--- config.mk ---
export PLATFORM = sky130hd
export DESIGN_NAME = waveform_min_max_rms_decimator
export DESIGN_NICKNAME = d
export VERILOG_FILES = /design/src/sv/wmmrd_pkg.sv /design/src/sv/waveform_min_max_rms_decimator.sv /design/src/sv/wmmrd_sqmac.sv /design/src/sv/wmmrd_div.sv /design/src/sv/wmmrd_sqrt.sv
export SDC_FILE = /design/constraint.sdc
export NUM_CORES = 1
export LEC_CHECK = 0
export BUFFER_PORTS_ARGS = -buffer_cell sky130_fd_sc_hd__clkbuf_2
export CORE_MARGIN = 2
export CORE_UTILIZATION = 40
export CTS_CLUSTER_SIZE = 30
export DETAILED_ROUTE_END_ITERATION = 8
export GPL_TIMING_DRIVEN = 0
export PLACE_DENSITY = 0.54
export SLEW_MARGIN = 5
export SYNTH_ARGS = -nofsm -noshare
export SYNTH_HDL_FRONTEND = slang
export SYNTH_SLANG_ARGS = --single-unit
export TNS_END_PERCENT = 5
--- constraint.sdc ---
create_clock -name clk_i -period 5.6 [get_ports clk_i]
set_input_delay 1.12 -clock clk_i [delete_from_list [all_inputs] [get_ports clk_i]]
set_output_delay 1.12 -clock clk_i [all_outputs]
set_load 0.02 [all_outputs]
--- src/sv/wmmrd_pkg.sv ---
`timescale 1ns / 1ps
// ----------------------------------------------------------------------------
// wmmrd_pkg
// shared widths and item types of the min / max / rms waveform decimator
// ----------------------------------------------------------------------------
package wmmrd_pkg;

  localparam int SAMPLE_W = 16;                 // signed sample, q1.15
  localparam int COUNT_W  = 16;                 // window length and bucket count
  localparam int SQ_W     = 2 * SAMPLE_W - 1;   // one squared magnitude
  localparam int SUM_W    = SQ_W + COUNT_W;     // exact sum of squares
  localparam int MEAN_W   = 2 * SAMPLE_W;       // mean square, never above 2^(2*SAMPLE_W-2)
  localparam int ROOT_W   = SAMPLE_W;           // floor of the root

  typedef struct packed {
    logic signed [SAMPLE_W-1:0] sample;
    logic                       end_of_stream;
  } in_item_t;

  typedef struct packed {
    logic signed [SAMPLE_W-1:0] bucket_min;
    logic signed [SAMPLE_W-1:0] bucket_max;
    logic        [SAMPLE_W-1:0] bucket_rms;
    logic        [COUNT_W-1:0]  bucket_count;
    logic                       last_bucket;
  } out_item_t;

endpackage

--- src/sv/waveform_min_max_rms_decimator.sv ---
`timescale 1ns / 1ps
// sequence: a sample that does not close its bucket frees the input once its square steps
// are done (one bit-serial square step per multiplier bit up to its top set bit); a closing
// sample adds the 47-step bit-serial divide and the 16-step root, and its item then waits
// for the previous item to leave the output before it shows
// input: one sample at a time; the next sample is taken only once the last one is through
// reset: asynchronous active low; window length returns to one, bucket and output emptied
// ----------------------------------------------------------------------------
// waveform_min_max_rms_decimator
// groups samples into buckets and emits min, max, rms and count for each bucket
// ----------------------------------------------------------------------------
module waveform_min_max_rms_decimator (
  input  logic                               clk_i,
  input  logic                               rst_ni,
  // configuration: window length in samples
  input  logic                               cfg_we_i,
  input  logic [wmmrd_pkg::COUNT_W-1:0]      cfg_wdata_i,
  // sample stream
  input  logic                               in_valid_i,
  output logic                               in_ready_o,
  input  wmmrd_pkg::in_item_t                in_data_i,
  // bucket results
  output logic                               out_valid_o,
  input  logic                               out_ready_i,
  output wmmrd_pkg::out_item_t               out_data_o
);

  typedef enum logic [3:0] {
    ST_IDLE = 4'b0001,   // waiting for a sample
    ST_MAC  = 4'b0010,   // squaring the sample into the running sum
    ST_DIV  = 4'b0100,   // sum of squares over count
    ST_SQRT = 4'b1000    // root of the mean square, then hand to output
  } state_e;

  state_e state_q, state_d;

  // configuration
  logic [wmmrd_pkg::COUNT_W-1:0] win_q;
  logic [wmmrd_pkg::COUNT_W-1:0] win_eff;

  // open bucket
  logic signed [wmmrd_pkg::SAMPLE_W-1:0] min_q, min_d;
  logic signed [wmmrd_pkg::SAMPLE_W-1:0] max_q, max_d;
  logic        [wmmrd_pkg::COUNT_W-1:0]  cnt_q, cnt_d;
  logic                                  close_q, close_d;
  logic                                  eos_q, eos_d;

  // output register
  wmmrd_pkg::out_item_t out_q, out_d;
  logic                 out_valid_q, out_valid_d;

  // handshakes and unit control
  logic                              in_fire;
  logic                              first;
  logic [wmmrd_pkg::COUNT_W-1:0]     cnt_inc;
  logic signed [wmmrd_pkg::SAMPLE_W-1:0] smp;
  logic [wmmrd_pkg::SAMPLE_W-1:0]    mag;
  logic                              mac_busy, div_busy, sqrt_busy;
  logic                              div_start, sqrt_start, load_out;
  logic [wmmrd_pkg::SUM_W-1:0]       sum;
  logic [wmmrd_pkg::MEAN_W-1:0]      mean;
  logic [wmmrd_pkg::ROOT_W-1:0]      root;

  assign in_ready_o = state_q == ST_IDLE;
  assign in_fire    = in_valid_i && in_ready_o;

  // zero window length acts as a window of one
  assign win_eff = (win_q == '0) ? wmmrd_pkg::COUNT_W'(1) : win_q;

  assign smp     = in_data_i.sample;
  // two's complement negate; the most negative code maps to its unsigned magnitude
  assign mag     = smp[wmmrd_pkg::SAMPLE_W-1] ? (~smp + 1'b1) : smp;
  assign first   = cnt_q == '0;
  // count never wraps: the bucket closes at the latest when it reaches the window
  assign cnt_inc = cnt_q + 1'b1;

  assign div_start  = (state_q == ST_MAC) && !mac_busy && close_q;
  assign sqrt_start = (state_q == ST_DIV) && !div_busy;
  // the output register takes a new bucket once the previous one is gone
  assign load_out   = (state_q == ST_SQRT) && !sqrt_busy && (!out_valid_q || out_ready_i);

  always_comb begin
    state_d = state_q;
    case (state_q)
      ST_IDLE: begin
        if (in_fire) begin
          state_d = ST_MAC;
        end
      end
      ST_MAC: begin
        if (!mac_busy) begin
          state_d = close_q ? ST_DIV : ST_IDLE;
        end
      end
      ST_DIV: begin
        if (!div_busy) begin
          state_d = ST_SQRT;
        end
      end
      ST_SQRT: begin
        if (load_out) begin
          state_d = ST_IDLE;
        end
      end
      default: begin
        state_d = ST_IDLE;
      end
    endcase
  end

  // bucket bookkeeping at sample acceptance, cleared once the result is out
  always_comb begin
    min_d   = min_q;
    max_d   = max_q;
    cnt_d   = cnt_q;
    close_d = close_q;
    eos_d   = eos_q;
    if (in_fire) begin
      if (first || (smp < min_q)) begin
        min_d = smp;
      end
      if (first || (smp > max_q)) begin
        max_d = smp;
      end
      cnt_d   = cnt_inc;
      close_d = (cnt_inc >= win_eff) || in_data_i.end_of_stream;
      eos_d   = in_data_i.end_of_stream;
    end else if (load_out) begin
      cnt_d = '0;
    end
  end

  always_comb begin
    out_d       = out_q;
    out_valid_d = out_valid_q;
    if (load_out) begin
      out_d.bucket_min   = min_q;
      out_d.bucket_max   = max_q;
      out_d.bucket_rms   = root;
      out_d.bucket_count = cnt_q;
      out_d.last_bucket  = eos_q;
      out_valid_d        = 1'b1;
    end else if (out_ready_i) begin
      out_valid_d = 1'b0;
    end
  end

  always_ff @(posedge clk_i or negedge rst_ni) begin
    if (!rst_ni) begin
      state_q     <= ST_IDLE;
      win_q       <= wmmrd_pkg::COUNT_W'(1);
      min_q       <= '0;
      max_q       <= '0;
      cnt_q       <= '0;
      close_q     <= 1'b0;
      eos_q       <= 1'b0;
      out_valid_q <= 1'b0;
    end else begin
      state_q     <= state_d;
      if (cfg_we_i) begin
        win_q <= cfg_wdata_i;
      end
      min_q       <= min_d;
      max_q       <= max_d;
      cnt_q       <= cnt_d;
      close_q     <= close_d;
      eos_q       <= eos_d;
      out_valid_q <= out_valid_d;
    end
  end

  always_ff @(posedge clk_i) begin
    out_q <= out_d;
  end

  assign out_valid_o = out_valid_q;
  assign out_data_o  = out_q;

  // square and accumulate; the sum restarts on the first sample of a bucket
  wmmrd_sqmac u_sqmac (
    .clk_i   (clk_i),
    .rst_ni  (rst_ni),
    .start_i (in_fire),
    .clear_i (first),
    .mag_i   (mag),
    .busy_o  (mac_busy),
    .sum_o   (sum)
  );

  // mean square = floor(sum / count)
  wmmrd_div u_div (
    .clk_i      (clk_i),
    .rst_ni     (rst_ni),
    .start_i    (div_start),
    .dividend_i (sum),
    .divisor_i  (cnt_q),
    .busy_o     (div_busy),
    .quotient_o (mean)
  );

  // rms = floor(sqrt(mean square))
  wmmrd_sqrt u_sqrt (
    .clk_i      (clk_i),
    .rst_ni     (rst_ni),
    .start_i    (sqrt_start),
    .radicand_i (mean),
    .busy_o     (sqrt_busy),
    .root_o     (root)
  );

  // ---------------------------------------------------------------------------
  // assertions
  // ---------------------------------------------------------------------------
  a_accept_to_mac : assert property (@(posedge clk_i) disable iff (!rst_ni)
    in_fire |=> state_q == ST_MAC)
    else $error("accepted sample did not start the square step");

  a_idle_units_quiet : assert property (@(posedge clk_i) disable iff (!rst_ni)
    (state_q == ST_IDLE) |-> (!div_busy && !sqrt_busy))
    else $error("divider or root unit busy while idle");

  a_load_clears_count : assert property (@(posedge clk_i) disable iff (!rst_ni)
    load_out |=> (cnt_q == '0) && (out_q.bucket_count != '0))
    else $error("bucket count not cleared or result count zero");

  a_min_le_max : assert property (@(posedge clk_i) disable iff (!rst_ni)
    out_valid_q |-> (out_q.bucket_min <= out_q.bucket_max))
    else $error("bucket minimum above maximum");

endmodule

--- src/sv/wmmrd_sqmac.sv ---
`timescale 1ns / 1ps
// ----------------------------------------------------------------------------
// wmmrd_sqmac
// bit-serial square and accumulate: one multiplier bit per cycle
// ----------------------------------------------------------------------------
module wmmrd_sqmac (
  input  logic                              clk_i,
  input  logic                              rst_ni,
  input  logic                              start_i,
  input  logic                              clear_i,
  input  logic [wmmrd_pkg::SAMPLE_W-1:0]    mag_i,
  output logic                              busy_o,
  output logic [wmmrd_pkg::SUM_W-1:0]       sum_o
);

  logic [wmmrd_pkg::SQ_W-1:0]     mcand_q, mcand_d;
  logic [wmmrd_pkg::SAMPLE_W-1:0] mplier_q, mplier_d;
  logic [wmmrd_pkg::SUM_W-1:0]    sum_q, sum_d;

  assign busy_o = |mplier_q;
  assign sum_o  = sum_q;

  always_comb begin
    mcand_d  = mcand_q;
    mplier_d = mplier_q;
    sum_d    = sum_q;
    if (start_i) begin
      mcand_d  = wmmrd_pkg::SQ_W'(mag_i);
      mplier_d = mag_i;
      if (clear_i) begin
        sum_d = '0;
      end
    end else if (busy_o) begin
      if (mplier_q[0]) begin
        sum_d = sum_q + wmmrd_pkg::SUM_W'(mcand_q);
      end
      mcand_d  = {mcand_q[wmmrd_pkg::SQ_W-2:0], 1'b0};
      mplier_d = {1'b0, mplier_q[wmmrd_pkg::SAMPLE_W-1:1]};
    end
  end

  always_ff @(posedge clk_i or negedge rst_ni) begin
    if (!rst_ni) begin
      mplier_q <= '0;
      sum_q    <= '0;
    end else begin
      mplier_q <= mplier_d;
      sum_q    <= sum_d;
    end
  end

  always_ff @(posedge clk_i) begin
    mcand_q <= mcand_d;
  end

endmodule

--- src/sv/wmmrd_div.sv ---
`timescale 1ns / 1ps
// ----------------------------------------------------------------------------
// wmmrd_div
// restoring divider, one dividend bit per cycle, narrow remainder
// ----------------------------------------------------------------------------
module wmmrd_div (
  input  logic                              clk_i,
  input  logic                              rst_ni,
  input  logic                              start_i,
  input  logic [wmmrd_pkg::SUM_W-1:0]       dividend_i,
  input  logic [wmmrd_pkg::COUNT_W-1:0]     divisor_i,
  output logic                              busy_o,
  output logic [wmmrd_pkg::MEAN_W-1:0]      quotient_o
);

  localparam int STEP_W = $clog2(wmmrd_pkg::SUM_W + 1);

  logic [wmmrd_pkg::SUM_W-1:0]   dvd_q, dvd_d;
  logic [wmmrd_pkg::COUNT_W-1:0] dvs_q, dvs_d;
  logic [wmmrd_pkg::COUNT_W-1:0] rem_q, rem_d;
  logic [wmmrd_pkg::MEAN_W-1:0]  quo_q, quo_d;
  logic [STEP_W-1:0]             step_q, step_d;
  logic [wmmrd_pkg::COUNT_W:0]   rem_sh;
  logic                          fits;

  assign busy_o     = step_q != '0;
  assign quotient_o = quo_q;

  assign rem_sh = {rem_q, dvd_q[wmmrd_pkg::SUM_W-1]};
  assign fits   = rem_sh >= {1'b0, dvs_q};

  always_comb begin
    dvd_d  = dvd_q;
    dvs_d  = dvs_q;
    rem_d  = rem_q;
    quo_d  = quo_q;
    step_d = step_q;
    if (start_i) begin
      dvd_d  = dividend_i;
      dvs_d  = divisor_i;
      rem_d  = '0;
      step_d = STEP_W'(wmmrd_pkg::SUM_W);
    end else if (busy_o) begin
      // remainder stays below the divisor, so the low bits hold it
      rem_d  = fits ? wmmrd_pkg::COUNT_W'(rem_sh - {1'b0, dvs_q})
                    : wmmrd_pkg::COUNT_W'(rem_sh);
      quo_d  = {quo_q[wmmrd_pkg::MEAN_W-2:0], fits};
      dvd_d  = {dvd_q[wmmrd_pkg::SUM_W-2:0], 1'b0};
      step_d = step_q - 1'b1;
    end
  end

  always_ff @(posedge clk_i or negedge rst_ni) begin
    if (!rst_ni) begin
      step_q <= '0;
    end else begin
      step_q <= step_d;
    end
  end

  always_ff @(posedge clk_i) begin
    dvd_q <= dvd_d;
    dvs_q <= dvs_d;
    rem_q <= rem_d;
    quo_q <= quo_d;
  end

endmodule

--- src/sv/wmmrd_sqrt.sv ---
`timescale 1ns / 1ps
// ----------------------------------------------------------------------------
// wmmrd_sqrt
// digit-by-digit integer square root, one root bit per cycle
// ----------------------------------------------------------------------------
module wmmrd_sqrt (
  input  logic                              clk_i,
  input  logic                              rst_ni,
  input  logic                              start_i,
  input  logic [wmmrd_pkg::MEAN_W-1:0]      radicand_i,
  output logic                              busy_o,
  output logic [wmmrd_pkg::ROOT_W-1:0]      root_o
);

  localparam int STEP_W = $clog2(wmmrd_pkg::ROOT_W + 1);

  logic [wmmrd_pkg::MEAN_W-1:0] rad_q, rad_d;
  logic [wmmrd_pkg::ROOT_W-1:0] rem_q, rem_d;
  logic [wmmrd_pkg::ROOT_W-1:0] root_q, root_d;
  logic [STEP_W-1:0]            step_q, step_d;
  logic [wmmrd_pkg::ROOT_W+1:0] rem_sh;
  logic [wmmrd_pkg::ROOT_W+1:0] trial;
  logic                         fits;

  assign busy_o = step_q != '0;
  assign root_o = root_q;

  // partial remainder never exceeds twice the partial root before the last bit
  assign rem_sh = {rem_q, rad_q[wmmrd_pkg::MEAN_W-1 -: 2]};
  assign trial  = {root_q, 2'b01};
  assign fits   = rem_sh >= trial;

  always_comb begin
    rad_d  = rad_q;
    rem_d  = rem_q;
    root_d = root_q;
    step_d = step_q;
    if (start_i) begin
      rad_d  = radicand_i;
      rem_d  = '0;
      root_d = '0;
      step_d = STEP_W'(wmmrd_pkg::ROOT_W);
    end else if (busy_o) begin
      rem_d  = fits ? wmmrd_pkg::ROOT_W'(rem_sh - trial) : wmmrd_pkg::ROOT_W'(rem_sh);
      root_d = {root_q[wmmrd_pkg::ROOT_W-2:0], fits};
      rad_d  = {rad_q[wmmrd_pkg::MEAN_W-3:0], 2'b00};
      step_d = step_q - 1'b1;
    end
  end

  always_ff @(posedge clk_i or negedge rst_ni) begin
    if (!rst_ni) begin
      step_q <= '0;
    end else begin
      step_q <= step_d;
    end
  end

  always_ff @(posedge clk_i) begin
    rad_q  <= rad_d;
    rem_q  <= rem_d;
    root_q <= root_d;
  end

endmodule
==> impl_summary.md, run 1 <==
Synthesis
After Yosys synthesis, XOR and XNOR cells account for 3.75% of the synthesized area. The cell area after technology mapping is 0.0205 mm^2. The count of synthesis-stage warnings from yosys is 0. The synthesis-stage register bit count is 416.

The fraction of the mapped netlist area in compound gates is 12.4%. The share of flip-flops with an asynchronous set or reset after synthesis is 34.9%. In this run, synthesis inferred 208 flip-flops with an integrated enable. Dividing the synthesized area by the synthesized cell count gives 10.3 um^2.

The share of the synthesized area in the top cell type is 30.4%. sky130_fd_sc_hd__edfxtp_1 takes more of the synthesized area than any other cell. Ranked by instance count, the synthesized netlist is headed by sky130_fd_sc_hd__nand2_1, sky130_fd_sc_hd__edfxtp_1, sky130_fd_sc_hd__o21ai_0, sky130_fd_sc_hd__dfrtp_1, sky130_fd_sc_hd__ha_1.

For this run, the leading register cell type out of synthesis is sky130_fd_sc_hd__edfxtp_1. The most common cell in the synthesized netlist is sky130_fd_sc_hd__nand2_1. The share of the Yosys chip area taken by registers is 54.3%. The simple logic cell fraction of the synthesized area is 15.3%. The largest family of logic cells by synthesized area is simple AND/OR/NAND/NOR gates. Counting every net in the synthesized netlist gives 2158. The number of standard cells after synthesis is 2000. By area the synthesized netlist is led by sky130_fd_sc_hd__edfxtp_1, sky130_fd_sc_hd__dfrtp_1, sky130_fd_sc_hd__nand2_1. Multiplexer cells account for 3.56% of the synthesized area. The count of distinct cell types in the synthesized netlist is 67. Summing the areas of all fa, ha and maj instances in the mapped netlist gives 7.39% of the synthesized area.

Floorplan
The count of standard-cell rows is 83. During I/O placement, the number of pins put on the boundary was 105. The die is 231 um tall.

The die area is 0.0532 mm^2. The initial core utilization is 40.3%. The core area is 0.0510 mm^2. Measured along the x axis, the die boundary spans 231 um.

Setup path
The critical path in this run is classified as in -> reg. The worst path required time is 6.06 ns. The maximum fanout along the worst path is 10. The arrival time of data at the critical path endpoint is 4.15 ns. STA classifies the critical path endpoint as a flip-flop. The launching element type of the critical path is a primary input.

Routing
In the final routed layout, each cell accounts on average for 16.8 um. The detail route stage leaves a number of antenna-violating nets equal to 0. After the first detailed-routing iteration, the DRC count stood at 881. After detailed routing, the number of remaining DRC violations is 0.

The detailed-route vias per instance is 5.15. The number of search-and-repair iterations in the first detailed-routing pass is 5. Wires add up to 48300 um. The routed layout has 14800 vias.

Layout
The number of nets at the end of the flow is 2318. The proportion of layout cells with a drive suffix above 1 is 10.8%. The number of diodes added for antenna fixing is 0. Cells fill 46.3% of the core in the end. The finished cells cover 0.0236 mm^2. From synthesis to final layout, the design area changed by 14.9%.

Status
The run finished with clean final reports.

Pwr
For this design the static power due to leakage is 10.3 nW. The fraction of power spent switching nets is 36.8%. The post-route total power is 13.5 mW. The power density normalized to cell area is 571 mW/mm^2. Sequential cells account for 38.2% of the total power.

The worst vdd rail ir drop is 0.256 mV. The cell internal power dissipation is 8.52 mW. The combinational group share of total power is 39.5%. The fraction of power consumed by the clock network is 22.4%. The analysis attributes to net switching a power of 4.96 mW.

Timing
The final-report hold violation count is 0. At the pin with the least slew margin, the transition time is 1.19 ns. The post-route worst hold slack is 0.446 ns.

The portion of the clock cycle consumed by the worst path in the final layout is 65.9%. Setup repair after global routing left no endpoint under its margin. For the final routed database, the setup TNS stands at 0 ns.

The worst pin sits at a relative slew slack of 20.4%. The worst path in the final design needs a cycle of 3.69 ns, including I/O delays and setup. The number of max-slew violations in the final report is 0. The fmax is 0.271 GHz. Setup violations remaining at the end of the flow were counted as 0. On the final layout, the worst clock skew is 0.0195 ns.

Clocking
The maximum root-to-sink buffer count is 3. The count of clock tree sinks is 416. The clock tree synthesis step divided the H-tree into 2 levels. Post-CTS repair changed the size of 0 cells. The tree is rooted in a sky130_fd_sc_hd__clkbuf_16. The insertion delay of the later-clocked pin in the worst-skew pair is 0.58 ns. After clock tree synthesis, the clock-pin slew on the worst setup and hold paths is 0.06 ns. The clock tree from TritonCTS is yes. The number of clock buffers added by TritonCTS is 47. The post-CTS setup buffer count is 0.

The number of buffers inserted for hold repair after clock tree synthesis is 0.

Flow run
The number of violations of the max-capacitance limit is 0.

GRT
The first global-routing pass estimated 79600 um of wire. The global-route usage over all layers is 18.6%. The number of antenna violations at the first check in global routing is 0. The pin count of the biggest net entering global routing is 102. The via count of the first global-routing pass is 15000. The aggregate global routing overflow is 0.

Worst hold path
The classification of the worst-slack hold path is reg -> reg.

Placed design
The detailed placement HPWL is 34300 um. The count of buffers added on input and output ports is 104. At the end of routability-driven placement, the weighted congestion stood at 0.845. The standard cell area after detailed placement is 0.0221 mm^2.
## layout make-up
| type | instances | area, um^2 |
|---|---|---|
| Fill cell | 4896 | 27400 |
| Sequential cell | 416 | 11100 |
| Multi-Input combinational cell | 1405 | 8740 |
| Clock buffer | 67 | 1290 |
| Tap cell | 680 | 851 |
| Timing Repair Buffer | 111 | 687 |
| Inverter | 100 | 375 |
| Buffer | 79 | 305 |
| Clock inverter | 21 | 213 |
## cell families after synthesis
family          Yosys count
simple gates            709
compound gates          419
flops                   416
buf+inv                 179
fa+ha+maj               120
xor+xnor                 88
mux                      69
## metrics by stage
step                instances  setup slack [ns]
finish                   2879              1.91
detailed placement       2791              1.18
global placement         2784             -2.86
CTS                      2879              1.81
global route             2879              1.51
floorplan                2000             0.472
## per-layer routing
metal	GRT usage [%]	up-vias	wire (um)
met5	0	-	0
met4	5.93	0	1310
met3	3.00	87	2200
met2	31.4	264	22900
met1	24.4	7081	21900
li1	-	7394	-
## cell usage in the layout, fill, tap and decap left out, types with 14 or more instances in the layout
cell type / instances
sky130_fd_sc_hd__dfxtp_1: 63
sky130_fd_sc_hd__nor2b_1: 16
sky130_fd_sc_hd__nor4_1: 16
sky130_fd_sc_hd__mux2i_1: 37
sky130_fd_sc_hd__clkbuf_16: 47
sky130_fd_sc_hd__nor3_1: 26
sky130_fd_sc_hd__clkbuf_1: 85
sky130_fd_sc_hd__o21ai_0: 147
sky130_fd_sc_hd__nand3_1: 42
sky130_fd_sc_hd__dfrtp_1: 143
sky130_fd_sc_hd__inv_1: 100
sky130_fd_sc_hd__edfxtp_1: 208
sky130_fd_sc_hd__and3_1: 16
sky130_fd_sc_hd__nand2_1: 399
sky130_fd_sc_hd__a211oi_1: 14
sky130_fd_sc_hd__o21a_1: 45
sky130_fd_sc_hd__nor2_1: 105
sky130_fd_sc_hd__nand4_1: 25
sky130_fd_sc_hd__a21oi_1: 105
sky130_fd_sc_hd__a21o_1: 33
sky130_fd_sc_hd__xnor2_1: 45
sky130_fd_sc_hd__mux2_2: 32
sky130_fd_sc_hd__clkbuf_2: 104
sky130_fd_sc_hd__nand2b_1: 17
sky130_fd_sc_hd__ha_1: 118
sky130_fd_sc_hd__xor2_1: 43
## final timing paths
| path | endpoint | cells after the start | slack, ns | from |
|---|---|---|---|---|
| min in group asynchronous | u_sqrt.step_q[2] | 1 | 0.49 | rst_ni |
| hold / removal | u_div.quotient_o[24] | 0 | 0.45 | u_div.quotient_o[23] |
| setup / recovery | min_q[11] | 11 | 1.91 | in_data_i[2] |
| hold reg to reg | u_div.quotient_o[24] | 0 | 0.45 | u_div.quotient_o[23] |
| max in group asynchronous | u_sqmac.mplier_q[15] | 2 | 4.24 | rst_ni |
| setup reg to reg | u_div.dvd_q[14] | 9 | 1.92 | u_sqmac.mplier_q[10] |
## registers in the layout (all words and copies together) (netlist names), 31 cells and up
| signal | flops |
|---|---|
| u_div.dvd_q | 47 |
| u_sqmac.mcand_q | 31 |
| u_div.quotient_o | 32 |
| out_data_o | 65 |
| u_sqmac.sum_o | 47 |
| u_sqrt.rad_q | 32 |
## power groups by stage
stage | Clock (mW) | Combinational (mW) | Sequential [mW]
floorplan | 0 | 4.16 | 4.96
global placement | 0 | 5.18 | 5.18
detailed placement | 0 | 5.31 | 5.20
CTS | 3.10 | 5.34 | 5.15
global route | 3.23 | 6.07 | 5.29
finish | 3.02 | 5.32 | 5.15
## critical path, stage by stage
cell and delay, ns:
sky130_fd_sc_hd__clkbuf_2 0.13, sky130_fd_sc_hd__ha_1 0.28, sky130_fd_sc_hd__a21boi_0 0.15, sky130_fd_sc_hd__o21ai_0 0.09
sky130_fd_sc_hd__nand2b_1 0.08, sky130_fd_sc_hd__a21oi_1 0.07, sky130_fd_sc_hd__o21ai_0 0.30, sky130_fd_sc_hd__a21oi_1 0.11
sky130_fd_sc_hd__a211oi_1 0.99, sky130_fd_sc_hd__buf_2 0.44, sky130_fd_sc_hd__mux2_2 0.38
(Power assumes the default switching activity.)
==> run 2: changes to the inputs <==
ABC_AREA = 1   (was unset)
PLACE_DENSITY = 0.56   (was 0.54)
clock period = 3.1 ns   (was 5.6 ns; I/O delays follow)
==> run 2 against run 1 <==
  * Flip-flop and latch count is the same
  * Worst setup slack lost 1.7 ns
  * Count of clock-buffer cells in the layout shrank 3
==> impl_summary.md, run 2 <==
Pwr
Dividing total power by cell area gives a power density of 1010 mW/mm^2. The fraction of power spent switching nets is 40.4%. The combinational group share of total power is 41.6%. Sequential cells burn 35.9% of the power. The cell internal power dissipation is 15.4 mW. The reported net switching power is 10.5 mW. In this run, the clock network consumes 22.4% of the power. The worst-case IR drop observed on VDD is 0.548 mV. For this design the static power due to leakage is 12.4 nW.

Floorplan
The die covers 0.0581 mm^2. The count of standard-cell rows is 86. The core area is 0.0553 mm^2. The die is 241 um wide. The y dimension of the die is 241 um. The initial core utilization is 40.7%. For this design the top-level I/O count stands at 105.

Synthesis
For this run, the number of Yosys warnings is 0. The share of flip-flops with an asynchronous set or reset after synthesis is 34.9%. The most numerous cell in the Yosys netlist is sky130_fd_sc_hd__nand2_1. The synthesis-stage register bit count is 416.

In this run the mean area of a mapped cell was 8.23 um^2. The count of distinct cell types in the synthesized netlist is 55. The share of the synthesized area in the top cell type is 27.8%.

The share of the yosys chip area belonging to registers is 49.5%. By area the synthesized netlist is led by sky130_fd_sc_hd__edfxtp_1, sky130_fd_sc_hd__dfrtp_1, sky130_fd_sc_hd__nand2_1. Synthesis produced 2734 cells. The number of nets in the synthesized netlist is 2892. Yosys mapped a number of flops with a built-in enable equal to 208. For this run, the leading register cell type out of synthesis is sky130_fd_sc_hd__edfxtp_1. sky130_fd_sc_hd__edfxtp_1 takes more of the synthesized area than any other cell. Ranked by instance count, the synthesized netlist is headed by sky130_fd_sc_hd__nand2_1, sky130_fd_sc_hd__inv_1, sky130_fd_sc_hd__edfxtp_1, sky130_fd_sc_hd__nor2_1, sky130_fd_sc_hd__nand3_1. The cell area after technology mapping is 0.0225 mm^2.

Setup path
The category of the critical setup timing path is reg -> reg. Data on the critical path arrives at its endpoint at 3.02 ns. The worst path required time is 3.26 ns.

STA classifies the critical path startpoint as a flip-flop. The worst setup path is captured at a flip-flop. The maximum fanout along the worst path is 16.

Timing
After layout, the minimum clock period comes to 2.86 ns. The final-report hold violation count was 0. In this run the tightest slew margin relative to its limit is 41.1%. The final setup violation count is 0.

Setup repair after global routing left no endpoint under its margin. The portion of the clock cycle consumed by the worst path in the final layout is 92.3%. The pin slew with the least headroom to its limit is 0.884 ns. On the final layout, the worst clock skew is 0.0251 ns.

The number of max-slew violations in the final report was 0. The fmax is 0.350 GHz.

Routing
Summed over all layers, the routed wires come to 58700 um. The number of search-and-repair iterations in the first detailed-routing pass is 5. The total number of vias is 18300. Dividing the detail-routed via count by the number of cells gives 4.98. The number of nets still failing antenna checks after routing is 0.

The wire length per cell is 15.9 um. The DRC violations left is 0. The number of DRC markers after the initial detailed-route iteration is 969.

Layout
The post-route netlist has 11.4% of its cells at a drive strength greater than 1. The number of diodes added for antenna fixing is 0. Leaving out fill and tap cells, the most frequent cell in the layout is sky130_fd_sc_hd__nand2_1. The area overhead of the layout relative to synthesis is 14.4%. The register with the most flip-flops in the layout has 65 of them. After the flow finishes, the layout carries non-filler instances totaling 3682. The number of nets at the end of the flow is 3053. In the layout the commonest cells are sky130_fd_sc_hd__nand2_1, sky130_fd_sc_hd__inv_1, sky130_fd_sc_hd__edfxtp_1.

After routing the design area is 0.0257 mm^2. The layout has 5493 filler cells.

Placed design
The final RePlAce weighted congestion is 0.912. The wire-length estimate of the detail-placed layout is 44100 um. Including well taps, the total number of placed cells is 3588. The number of port buffers is 104. In this run the cell area measured after placement is 0.0240 mm^2.

Clocking
Clock tree synthesis found a total of 416 sinks. The number of buffers inserted for hold repair after clock tree synthesis is 0. TritonCTS built the clock tree. The longest clock path from root to sink contains 3 buffers. The clock transition at the registers of the reported paths is 0.06 ns. The number of buffers added by the clock tree synthesis step is 47. The cell at the root of the clock tree is sky130_fd_sc_hd__clkbuf_16. The CTS H-tree depth is 2.

The insertion delay of the later-clocked pin in the worst-skew pair is 0.59 ns.

GRT
Summed over all layers, the global routing overflow is 0. The global-route wire length before repair is 94100 um. The via count of the first global-routing pass is 17900. The number of antenna violations at the first check in global routing is 1.

Entering global routing, the biggest net connects 83 pins. The global-route usage over all layers is 20.4%.

Flow run
The number of violations of the max-capacitance limit is 0.

Worst hold path
The tightest min-delay check is of the in -> async type.

Status
The flow ran to the end, and the final reports show no timing, DRC or antenna violations.
==> run 2: changes by cell type after synthesis, moves of 33 or more <==
cell	change
sky130_fd_sc_hd__nor2_1	+91
sky130_fd_sc_hd__xnor2_1	-33
sky130_fd_sc_hd__o21a_1	-42
sky130_fd_sc_hd__nand2_1	+432
sky130_fd_sc_hd__nand3_1	+148
sky130_fd_sc_hd__mux2i_1	-37
sky130_fd_sc_hd__inv_1	+244
sky130_fd_sc_hd__clkbuf_1	-47
==> run 2: per-layer routing <==
metal	vias to the layer above	wire length [um]	global-route usage [%]
li1	9267	-	-
met1	8614	27400	27.3
met2	329	27400	34.2
met3	107	2260	2.79
met4	2	1620	6.62
met5	-	13	0
==> run 2: path summary, 6_finish.rpt <==
| path | start | endpoint | slack (ns) | depth (start not counted) |
|---|---|---|---|---|
| worst max-delay path | u_sqmac.mplier_q[15] | u_sqmac.mcand_q[9] | 0.24 | 7 |
| worst min-delay path | rst_ni | max_q[9] | 0.02 | 1 |
| worst max register to register | u_sqmac.mplier_q[15] | u_sqmac.mcand_q[9] | 0.24 | 7 |
| worst min register to register | u_div.quotient_o[2] | u_div.quotient_o[3] | 0.45 | 0 |
| max in group asynchronous | rst_ni | state_q[0] | 2.24 | 2 |
| min in group clk_i | cfg_wdata_i[11] | win_q[11] | 0.24 | 3 |
==> run 2: cell type report <==
class	instances	area (um^2)	share of cell area [%]
repair buffers	112	622	2.42
multi-input cells	1881	9610	37.4
clock inverters	24	255	0.992
well taps	748	936	3.64
inverters	363	1370	5.32
flip-flops and latches	416	11100	43.3
plain buffers	74	417	1.62
clock buffers	64	1370	5.34
==> run 2: worst max-delay path: stages (launching register included) <==
cell and delay (ns):
sky130_fd_sc_hd__dfrtp_1 0.38, sky130_fd_sc_hd__nor2_1 0.12, sky130_fd_sc_hd__nand3_1 0.10, sky130_fd_sc_hd__nor2_1 0.14, sky130_fd_sc_hd__nand2_2 0.21, sky130_fd_sc_hd__inv_2 0.28
sky130_fd_sc_hd__clkbuf_1 0.55, sky130_fd_sc_hd__nand2_1 0.62
==> run 2: per-stage QoR <==
stage | hold WS, ns | worst slack (ns) | total power, mW | TNS, ns | utilization (%)
floorplan | 0.324 | 0.362 | 17.1 | 0 | -
global placement | 0.431 | -1.30 | 19.8 | -261.43 | 43.3
detailed placement | 0.436 | 0.0456 | 20.0 | 0 | 43.4
CTS | 0.0153 | 0.0260 | 26.0 | 0 | 46.4
global route | 0.0565 | 0.0183 | 28.1 | 0 | 46.5
finish | 0.0165 | 0.239 | 25.9 | 0 | 46.5
==> run 2: power groups by stage <==
| stage | combinational (mW) | sequential, mW | clock (mW) |
|---|---|---|---|
| floorplan | 8.21 | 8.92 | 0 |
| global placement | 10.5 | 9.37 | 0 |
| detailed placement | 10.6 | 9.40 | 0 |
| CTS | 10.7 | 9.32 | 5.95 |
| global route | 12.4 | 9.52 | 6.14 |
| finish | 10.8 | 9.29 | 5.80 |
==> run 2: logic make-up after synthesis <==
kind of cell / Yosys count / share of synthesized area, %
buffers and inverters: 437 / 7.91
and+or+nand+nor: 1390 / 26.7
adders and majority gates: 120 / 6.74
xor gates and xnor gates: 31 / 1.21
DFF: 416 / 49.5
AOI/OAI and AO/OA: 340 / 7.94
==> run 2: timing repair <==
action | CTS | global route
gates resized for setup | 0 | 10
setup endpoints to repair | 0 | 37
buffers inserted | 0 | 6
